**config.mk**
```make
export PLATFORM = sky130hd
export DESIGN_NAME = cdq_ctrl
export DESIGN_NICKNAME = d
export VERILOG_FILES = /design/src/design/cdq_pkg.sv /design/src/design/cdq_ctrl.sv
export VERILOG_INCLUDE_DIRS = /design/src /design/src/design
export SDC_FILE = /design/constraint.sdc
export NUM_CORES = 1
export LEC_CHECK = 0
export ABC_AREA = 1
export BUFFER_PORTS_ARGS = -buffer_cell sky130_fd_sc_hd__buf_2
export CAP_MARGIN = 20
export CORE_AREA = 2 2 39 41
export DETAILED_ROUTE_END_ITERATION = 10
export DIE_AREA = 0 0 41 43
export PLACE_DENSITY = 0.47
export SLEW_MARGIN = 25
export SYNTH_ARGS = -nofsm -noshare
export SYNTH_HDL_FRONTEND = slang
export SYNTH_SLANG_ARGS = --single-unit
```
**constraint.sdc**
```tcl
create_clock -name clk -period 2.8 [get_ports clk]
set_input_delay 0.7 -clock clk [delete_from_list [all_inputs] [get_ports clk]]
set_output_delay 0.7 -clock clk [all_outputs]
set_load 0.05 [all_outputs]
```
**src/design/circular_deque_defines.svh**
```systemverilog
// assertion macros for the circular deque
`ifndef CIRCULAR_DEQUE_DEFINES_SVH
`define CIRCULAR_DEQUE_DEFINES_SVH

`ifndef SYNTHESIS
`define CDQ_ASSERT(label, prop, msg) \
    label: assert property (@(posedge clk) disable iff (!rst_n) prop) else $error(msg);
`define CDQ_ASSERT_NEXT(label, pre, post, msg) \
    label: assert property (@(posedge clk) disable iff (!rst_n) (pre) |=> (post)) else $error(msg);
`else
`define CDQ_ASSERT(label, prop, msg)
`define CDQ_ASSERT_NEXT(label, pre, post, msg)
`endif

`endif

```
**src/design/cdq_pkg.sv**
```systemverilog
package cdq_pkg;

    localparam int COUNT_W   = 9;
    localparam int CAP_LIMIT = 256;
    localparam int OP_W      = 3;

    localparam logic [OP_W-1:0] OP_NONE       = 3'd0;
    localparam logic [OP_W-1:0] OP_PUSH_FRONT = 3'd1;
    localparam logic [OP_W-1:0] OP_PUSH_BACK  = 3'd2;
    localparam logic [OP_W-1:0] OP_POP_FRONT  = 3'd3;
    localparam logic [OP_W-1:0] OP_POP_BACK   = 3'd4;
    localparam logic [OP_W-1:0] OP_SWAP       = 3'd5;

    localparam logic [COUNT_W-1:0] CAP_RESET = 9'd256;

    typedef struct packed {
        logic [OP_W-1:0]    operation;
        logic signed [31:0] value;
    } in_word_t;

    typedef struct packed {
        logic               accepted;
        logic signed [31:0] front_value;
        logic signed [31:0] back_value;
        logic [COUNT_W-1:0] occupancy;
        logic               is_empty;
        logic               is_full;
    } out_word_t;

    typedef struct packed {
        logic load;
        logic exec;
        logic swap_wr_front;
        logic swap_wr_next;
        logic fetch;
        logic out_load;
    } cmd_t;

    typedef struct packed {
        logic swap_go;
    } status_t;

endpackage

```
**src/design/cdq_ctrl.sv**
```systemverilog
`include "circular_deque_defines.svh"

module cdq_ctrl (
    input  logic            clk,
    input  logic            rst_n,
    input  logic            in_valid,
    output logic            in_stall,
    output logic            out_valid,
    input  logic            out_stall,
    output cdq_pkg::cmd_t   cmd,
    input  cdq_pkg::status_t status
);
    import cdq_pkg::*;

    localparam logic [2:0] S_IDLE   = 3'd0;
    localparam logic [2:0] S_EXEC   = 3'd1;
    localparam logic [2:0] S_SWAP1  = 3'd2;
    localparam logic [2:0] S_SWAP2  = 3'd3;
    localparam logic [2:0] S_FETCH  = 3'd4;
    localparam logic [2:0] S_RESULT = 3'd5;

    logic [2:0] state_reg;
    logic [2:0] state_next;
    logic       out_valid_reg;
    logic       out_valid_next;

    always_comb
    begin
        state_next     = state_reg;
        cmd            = '0;
        in_stall       = (state_reg != S_IDLE);
        out_valid_next = out_valid_reg && out_stall;
        case (state_reg)
            S_IDLE:
            begin
                if (in_valid)
                begin
                    cmd.load   = 1'b1;
                    state_next = S_EXEC;
                end
            end
            S_EXEC:
            begin
                cmd.exec   = 1'b1;
                state_next = status.swap_go ? S_SWAP1 : S_FETCH;
            end
            S_SWAP1:
            begin
                cmd.swap_wr_front = 1'b1;
                state_next        = S_SWAP2;
            end
            S_SWAP2:
            begin
                cmd.swap_wr_next = 1'b1;
                state_next       = S_FETCH;
            end
            S_FETCH:
            begin
                cmd.fetch  = 1'b1;
                state_next = S_RESULT;
            end
            S_RESULT:
            begin
                if (!out_valid_reg || !out_stall)
                begin
                    cmd.out_load   = 1'b1;
                    out_valid_next = 1'b1;
                    state_next     = S_IDLE;
                end
            end
            default:
            begin
                state_next = S_IDLE;
            end
        endcase
    end

    always_ff @(posedge clk or negedge rst_n)
    begin
        if (!rst_n)
        begin
            state_reg     <= S_IDLE;
            out_valid_reg <= 1'b0;
        end
        else
        begin
            state_reg     <= state_next;
            out_valid_reg <= out_valid_next;
        end
    end

    assign out_valid = out_valid_reg;

    `CDQ_ASSERT_NEXT(a_accept_to_exec, in_valid && !in_stall, state_reg == S_EXEC, "accepted word did not start execution")
    `CDQ_ASSERT(a_load_when_free, cmd.out_load |-> (!out_valid_reg || !out_stall), "result overwrote a pending word")
    `CDQ_ASSERT(a_swap_after_exec, (state_reg == S_SWAP1) |-> ($past(state_reg) == S_EXEC), "swap write without execute")

endmodule

```
==> flow_metrics.env, run 1 <==
export IMPL_run_status="completed"
export IMPL_ys_ff_latch=4
export IMPL_clockRootBuffer="clkbuf_4"
export IMPL_place_congestion=0.702
export IMPL_synth_main_ff_cell="dfrtp_1"
export IMPL_grt_pass1_wl_um=828
export IMPL_hp_class="input port to async pin"
export IMPL_critical_path_buf_inv_count=3
export IMPL_stdcell_area_sq_um=344
export IMPL_worst_slack_ns=0.828
export IMPL_worst_pin_slew_ns=0.321
export IMPL_ys_top_cells_by_count="nor2_1 (5), dfrtp_1 (4), nand2_1 (4)"
export IMPL_yosysSeqAreaShare_pct=39.6
export IMPL_largest_reg_flops=3
export IMPL_slew_headroom_pct=78.6
export IMPL_arrival_ns=1.27
export IMPL_cp_slowest_stage_delay_ns=0.26
export IMPL_cap_viol_max_count=0
export IMPL_finalNonFillerCells=62
export IMPL_cts_resized=0
export IMPL_grt_overflow=0
export IMPL_core_area_sq_mm=0.00138
export IMPL_design_portCount=13
export IMPL_fin_crit_sh_pct=70.4
export IMPL_netlist_cell_type_count=15
export IMPL_tns_ns=0
export IMPL_h_tree_depth=1
export IMPL_syn_to_final_growth_pct=36.1
export IMPL_met1Wirelength_um=227
export IMPL_cts_sinks=4
export IMPL_synth_top_area_share_pct=39.6
export IMPL_place_area_sq_um=322
export IMPL_crit_path_start_kind="input port"
export IMPL_highest_layer="met4"
export IMPL_cp_common_cell="buf_2"
export IMPL_first_iter_violations=4
export IMPL_drtAntennaViolNets=0
export IMPL_diodes=0
export IMPL_ys_warn_count=0
export IMPL_num_vias=242
export IMPL_avgSynthCellArea_sq_um=7.90
export IMPL_required_ns=2.10
export IMPL_tritoncts="built"
export IMPL_cts_path_max_buffers=2
export IMPL_grt_util_all_layers_pct=7.64
export IMPL_cts_buffers=3
export IMPL_ys_top_cells_by_area="dfrtp_1 (40%), nand3_2 (7.9%), nor2_1 (7.4%)"
export IMPL_syn_nets=37
export IMPL_setup_violations_final=0
export IMPL_synth_most_common_cell="nor2_1"
export IMPL_drive_gt1_share_pct=54.3
export IMPL_grt_max_degree=10
export IMPL_fmax_mhz=507
export IMPL_die_width_um=41
export IMPL_grt_setup_unrepaired="false"
export IMPL_nNetsFinal=53
export IMPL_syn_area_sq_um=253
export IMPL_path_class="input port to primary output"
export IMPL_drc=0
export IMPL_finalHoldViolations=0
export IMPL_post_cts_buffers=0
export IMPL_cpMaxStageDelayCell="buf_2"
export IMPL_end_kind="primary output"
export IMPL_numPortBuffers=12
export IMPL_crit_chain="buf_2 > nand2_1 > inv_1 > nor2_1 > buf_2"
export IMPL_cp_top_family="buffers and inverters"
export IMPL_grt_pass1_vias=211
export IMPL_wl_per_cell_um=7.94
export IMPL_worst_path_max_fanout=2
export IMPL_routed_via_density=3.90
export IMPL_clk_latency_ns=0.23
export IMPL_wl_met2_um=206
export IMPL_dp_cells=59
export IMPL_dr_pass1_iters=4
export IMPL_syn_inst=32
export IMPL_post_dp_hpwl_um=411
export IMPL_die_area_sq_mm=0.00176
export IMPL_pre_cts_slack_ns=0.812
export IMPL_clk_pin_slew_ns=0.04
export IMPL_synthArstFlopShare_pct=100
export IMPL_wl_met3_um=44
export IMPL_drt_wl_total_um=492
export IMPL_synth_edf_count=0
export IMPL_cts_hold_buf=0
export IMPL_synth_area_leader_cell="dfrtp_1"
export IMPL_start_util_pct=18.3
export IMPL_n_fill_cell=161
export IMPL_dieHeight_um=43
export IMPL_num_rows=14
export IMPL_clock_skew_ns=0.00281
export IMPL_final_max_slew_viol_count=0
export IMPL_antenna_found_initial=0
export IMPL_fin_crit_ns=1.97
[cell families (layout without fill, tap and decap cells)]
| logic type | Yosys count | after routing | synth area share, % |
|---|---|---|---|
| simple gates | 18 | 18 | 39.6 |
| buf+inv | 7 | 21 | 13.4 |
| flops | 4 | 4 | 39.6 |
| compound gates | 3 | 3 | 7.43 |
[worst paths after layout]
kind	start	cells past startpoint	to	slack (ns)
worst max-delay path	out_stall	5	cmd[0]	0.83
worst min-delay path	rst_n	1	out_valid	0.26
worst max register to register	state_reg[0]	4	state_reg[2]	1.84
worst min register to register	out_valid	2	out_valid	0.49
max in group asynchronous	rst_n	1	state_reg[1]	2.42
min in group clk	out_valid	2	out_valid	0.49
[cells in the final DEF (no fill, tap or decap), drive strengths merged]
cell type	instances
clkbuf	3
dfrtp	4
nand2	6
nand3	3
buf	12
nor3	1
o21ai	1
inv	6
nand4	1
o21bai	1
o22ai	1
nor2	7
[per-stage QoR]
step                hold WS, ns  utilization [%]
floorplan                 0.404                -
global placement          0.482             23.2
detailed placement        0.488             23.2
CTS                       0.259             24.9
global route              0.258             24.9
finish                    0.263             24.9
[routing by layer]
metal | track usage, % | up-vias
met2 | 8.44 | 10
met3 | 6.81 | 2
met5 | 0 | -
met1 | 8.71 | 102
met4 | 6.00 | 0
li1 | - | 128
[worst register-to-register path, cell delays in order (launching register included)]
cell and delay, ns:
dfrtp_1 0.48, nand2_1 0.13, nor2_2 0.04, nor2_1 0.12
nand3_2 0.07
[layout make-up]
cell class	count	area, sq um	share of cell area [%]
Clock buffer	3	22.5	6.55
Inverter	6	22.5	6.55
Sequential cell	4	100	29.1
Timing Repair Buffer	12	60.1	17.5
Tap cell	16	20.0	5.82
Multi-Input combinational cell	21	119	34.5
Power of run 1 is not shown: default switching activity piles up to over one toggle a cycle in this logic, so the estimate is an artifact.
==> run 2: changes to the inputs <==
Settings changed: PLACE_DENSITY 0.47 to 0.48.
Clock period 2.8 ns to 1.8 ns, I/O delays scaled along.
==> run 2 against run 1 <==
  * Hold slack worse by 0.26 ns
  * Via count fell by 1.2%
  * Register-to-register slack worse by 0.99 ns
  * Final cell count unchanged
  * First-iteration DRC count down 25%
==> flow_metrics.env, run 2 (synthesis gave the netlist of run 1 again) <==
export IMPL_setup_violations_final=0
export IMPL_antenna_found_initial=0
export IMPL_largest_reg_flops=3
export IMPL_numPortBuffers=12
export IMPL_reg2reg_to="state_reg[0]"
export IMPL_n_fill_cell=156
export IMPL_grt_setup_unrepaired="false"
export IMPL_path_class="register to primary output"
export IMPL_arrival_ns=1.23
export IMPL_r2r_cells=4
export IMPL_cts_hold_buf=0
export IMPL_drc=0
export IMPL_worst_path_max_fanout=5
export IMPL_h_tree_depth=1
export IMPL_place_congestion=0.756
export IMPL_cts_sinks=4
export IMPL_grtUsageMet1_pct=9.39
export IMPL_grt_util_met2_pct=10.6
export IMPL_r2r_start="state_reg[0]"
export IMPL_run_status="completed"
export IMPL_core_area_sq_mm=0.00138
export IMPL_place_area_sq_um=327
export IMPL_wl_per_cell_um=8.69
export IMPL_tritoncts="built"
export IMPL_cts_path_max_buffers=2
export IMPL_diodes=0
export IMPL_grt_pass1_vias=238
export IMPL_reg2reg_slack_ns=0.85
export IMPL_drt_wl_total_um=539
export IMPL_grt_max_degree=10
export IMPL_cap_viol_max_count=0
export IMPL_fin_crit_sh_pct=93.1
export IMPL_required_ns=1.35
export IMPL_crit_path_start_kind="register"
export IMPL_pre_cts_slack_ns=0.311
export IMPL_first_iter_violations=3
export IMPL_hp_class="input port to async pin"
export IMPL_tns_ns=0
export IMPL_dr_pass1_iters=4
export IMPL_die_area_sq_mm=0.00176
export IMPL_worst_pin_slew_ns=0.251
export IMPL_worst_slack_ns=0.124
export IMPL_cts_buffers=3
export IMPL_num_rows=14
export IMPL_crit_chain="inv_2 > nand3_1 > nor2_2 > buf_2"
export IMPL_nNetsFinal=53
export IMPL_cp_slowest_stage_delay_ns=0.43
export IMPL_fmax_mhz=597
export IMPL_end_kind="primary output"
export IMPL_finalHoldViolations=0
export IMPL_final_max_slew_viol_count=0
export IMPL_critical_path_buf_inv_count=2
export IMPL_design_portCount=13
export IMPL_post_dp_hpwl_um=437
export IMPL_drive_gt1_share_pct=60.9
export IMPL_fin_crit_ns=1.68
export IMPL_num_vias=239
export IMPL_cpMaxStageDelayCell="dfrtp_1"
export IMPL_slew_headroom_pct=83.4
export IMPL_cp_top_family="flip-flops"
export IMPL_grt_util_all_layers_pct=8.25
export IMPL_clockRootBuffer="clkbuf_4"
export IMPL_hold_worst_slack_ns=0.00720
export IMPL_start_util_pct=18.3
export IMPL_clk_latency_ns=0.24
export IMPL_clk_pin_slew_ns=0.04
export IMPL_busiest_layer="met2"
export IMPL_dieHeight_um=43
export IMPL_die_width_um=41
export IMPL_clock_skew_ns=0.00748
export IMPL_drtAntennaViolNets=0
export IMPL_syn_to_final_growth_pct=38.6
export IMPL_stdcell_area_sq_um=350
export IMPL_grt_pass1_wl_um=897
export IMPL_use_met3_pct=5.24
export IMPL_grt_overflow=0
export IMPL_layout_common_cells="buf_2 (12), nor2_2 (4), nand2_1 (4)"
export IMPL_routed_via_density=3.85
export IMPL_layout_commonest_cell="buf_2"
## run 2: cell count changes in the layout (fill, tap and decap cells not counted)
cell	change
nor2_2	+2
dfrtp_1	-1
dfrtp_2	+1
nor2_1	-2
## run 2: routing by layer
metal / vias to the layer above / wire [um]
met5: - / 0
met4: 0 / 0
met3: 0 / 32
met2: 8 / 273
met1: 104 / 233
li1: 127 / -
## run 2: worst reg2reg max path, delay by kind of cell, from the launching register on
family	cells	cell delay, ns
flops	1	0.46
simple gates	3	0.28
compound gates	1	0.08
## run 2: how the worst max path moves through the flow
stage | from | to | slack, ns | depth (start not counted)
2_1_floorplan | state_reg[0] | cmd[5] | 0.10 | 4
3_3_place_gp | out_stall | cmd[0] | 0.32 | 5
3_5_place_dp | out_stall | cmd[0] | 0.31 | 5
4_1_cts | state_reg[0] | cmd[0] | 0.07 | 3
5_1_grt | state_reg[2] | cmd[3] | 0.02 | 4
6_report | state_reg[1] | cmd[0] | 0.12 | 4
## run 2: final cells by class
class / instances / area (sq um) / share of cell area, %
flip-flops and latches: 4 / 101 / 28.9
well taps: 16 / 20.0 / 5.71
repair buffers: 12 / 60.1 / 17.1
clock buffers: 3 / 22.5 / 6.43
inverters: 6 / 22.5 / 6.43
multi-input cells: 21 / 124 / 35.4
## run 2: what timing repair did
item                                    in CTS  in global routing
resized for setup                            0                  1
endpoints found under the setup margin       0                  1
buffers inserted                             0                  0
## run 2: stage by stage
stage                     std cells  utilization, %
after floorplan                  32               -
after global placement           59            23.6
after detailed placement         59            23.6
after CTS                        62            25.2
after global routing             62            25.3
final                            62            25.3
Power of run 2 is left out for the same reason.
==> run 3: changes to the inputs <==
Clock period 1.8 ns to 1.5 ns, I/O delays scaled along.
==> run 3 against run 2 <==
  * The flow now finishes with violations (setup timing)
  * Clock-buffer cell count unchanged
  * Sequential cell count is the same
  * Clock skew decreased by 0.0030 ns
  * First-iteration DRC count up 130%
  * Design area increased by 42%
  * Via count increased by 17%
  * Critical path depth is the same
  * Non-clock buffer count increased by 8
  * Sequential share of layout area fell by 8.3 points
  * Highest routed layer is now met4
==> flow_metrics.env, run 3 (synthesis gave the netlist of run 1 again) <==
export IMPL_run_status="finished with violations"
export IMPL_violations="setup timing"
export IMPL_post_dp_hpwl_um=418
export IMPL_drc=0
export IMPL_num_rows=14
export IMPL_clk_latency_ns=0.24
export IMPL_diodes=0
export IMPL_numPortBuffers=12
export IMPL_cts_sinks=4
export IMPL_reg2reg_slack_ns=0.40
export IMPL_fin_crit_ns=1.52
export IMPL_core_area_sq_mm=0.00138
export IMPL_worst_slack_ns=-0.0209
export IMPL_layout_commonest_cell="buf_4"
export IMPL_crit_path_start_kind="register"
export IMPL_tritoncts="built"
export IMPL_dr_pass1_iters=4
export IMPL_end_kind="primary output"
export IMPL_die_width_um=41
export IMPL_cts_buffers=3
export IMPL_routed_via_density=3.99
export IMPL_whs_endpoint="out_valid"
export IMPL_fin_crit_sh_pct=101
export IMPL_start_util_pct=18.3
export IMPL_r2r_start="state_reg[0]"
export IMPL_drt_wl_total_um=647
export IMPL_drive_gt1_share_pct=70.4
export IMPL_clock_skew_ns=0.00452
export IMPL_finalHoldViolations=0
export IMPL_required_ns=1.12
export IMPL_slew_headroom_pct=83.5
export IMPL_arrival_ns=1.15
export IMPL_hold_worst_slack_ns=0.376
export IMPL_hp_class="input port to register"
export IMPL_worst_path_max_fanout=5
export IMPL_reg2reg_to="state_reg[0]"
export IMPL_drtAntennaViolNets=0
export IMPL_grt_util_all_layers_pct=9.18
export IMPL_r2r_cells=4
export IMPL_worst_pin_slew_ns=0.249
export IMPL_clk_pin_slew_ns=0.04
export IMPL_path_class="register to primary output"
export IMPL_num_vias=279
export IMPL_grt_pass1_wl_um=959
export IMPL_cts_path_max_buffers=2
export IMPL_setup_violations_final=3
export IMPL_wl_per_cell_um=9.24
export IMPL_clockRootBuffer="clkbuf_4"
export IMPL_min_delay_start="out_stall"
export IMPL_antenna_found_initial=0
export IMPL_fmax_mhz=657
export IMPL_grt_setup_unrepaired="true"
export IMPL_dieHeight_um=43
export IMPL_grt_max_degree=7
export IMPL_cap_viol_max_count=0
export IMPL_die_area_sq_mm=0.00176
export IMPL_whs_path_depth=3
export IMPL_n_fill_cell=140
export IMPL_nNetsFinal=61
export IMPL_layout_common_cells="buf_4 (7), buf_2 (5), buf_6 (5), nand2_1 (4)"
export IMPL_h_tree_depth=1
export IMPL_first_iter_violations=7
export IMPL_syn_to_final_growth_pct=96.5
export IMPL_grt_pass1_vias=243
export IMPL_grt_overflow=0
export IMPL_final_max_slew_viol_count=0
export IMPL_largest_reg_flops=3
export IMPL_place_congestion=0.658
export IMPL_design_portCount=13
[run 3: cell count changes in the layout (fill, tap and decap cells not counted), moves of 2 or more]
| cell | previous run | this run |
|---|---|---|
| buf_2 | 12 | 5 |
| buf_4 | 0 | 7 |
| buf_6 | 0 | 5 |
| buf_8 | 0 | 2 |
| nor2_4 | 0 | 2 |
[run 3: area by class of cell]
class	count	area, sq um	share of cell area [%]
Multi-Input combinational cell	21	155	31.2
Inverter	6	22.5	4.53
Sequential cell	4	103	20.7
Clock buffer	3	22.5	4.53
Timing Repair Buffer	20	174	35.0
Tap cell	16	20.0	4.03
[run 3: timing repair]
action,CTS,global route
hold buffers,1,0
endpoints found under the hold margin,4,0
resized for setup,16,6
buffers inserted,4,2
pin swaps,0,1
setup endpoints to repair,7,7
[run 3: worst max path at each step]
| stage | start | to | slack, ns |
|---|---|---|---|
| after floorplan | state_reg[0] | cmd[5] | 0.01 |
| after global placement | state_reg[0] | cmd[0] | 0.06 |
| after detailed placement | state_reg[0] | cmd[0] | 0.04 |
| after CTS | state_reg[1] | cmd[5] | -0.02 |
| after global routing | state_reg[1] | cmd[4] | -0.07 |
| final | state_reg[1] | cmd[5] | -0.02 |
[run 3: per-layer routing]
layer  vias up  routed length, um  track usage [%]
li1        145                  -                -
met1       117                264             9.15
met2        15                303             12.2
met3         2                 59             6.28
met4         0                 19             8.00
met5         -                  0                0
[run 3: per-stage QoR]
step | instances | setup slack (ns) | utilization [%] | setup TNS, ns | area, sq um
finish | 70 | -0.0209 | 35.9 | -0.0548 | 497
global route | 70 | -0.0710 | 35.9 | -0.269 | 497
CTS | 68 | -0.0211 | 33.5 | -0.0606 | 464
detailed placement | 60 | 0.0406 | 25.5 | 0 | 353
global placement | 60 | 0.0575 | 25.5 | 0 | 353
floorplan | 32 | 0.0106 | - | 0 | 277
[run 3: worst max-delay path: stages (launching register included)]
cell and delay [ns]:
dfrtp_2 0.45, nor2_2 0.13, nand2_2 0.09, nor2_4 0.10
buf_8 0.15
Power of run 3 is left out for the same reason.
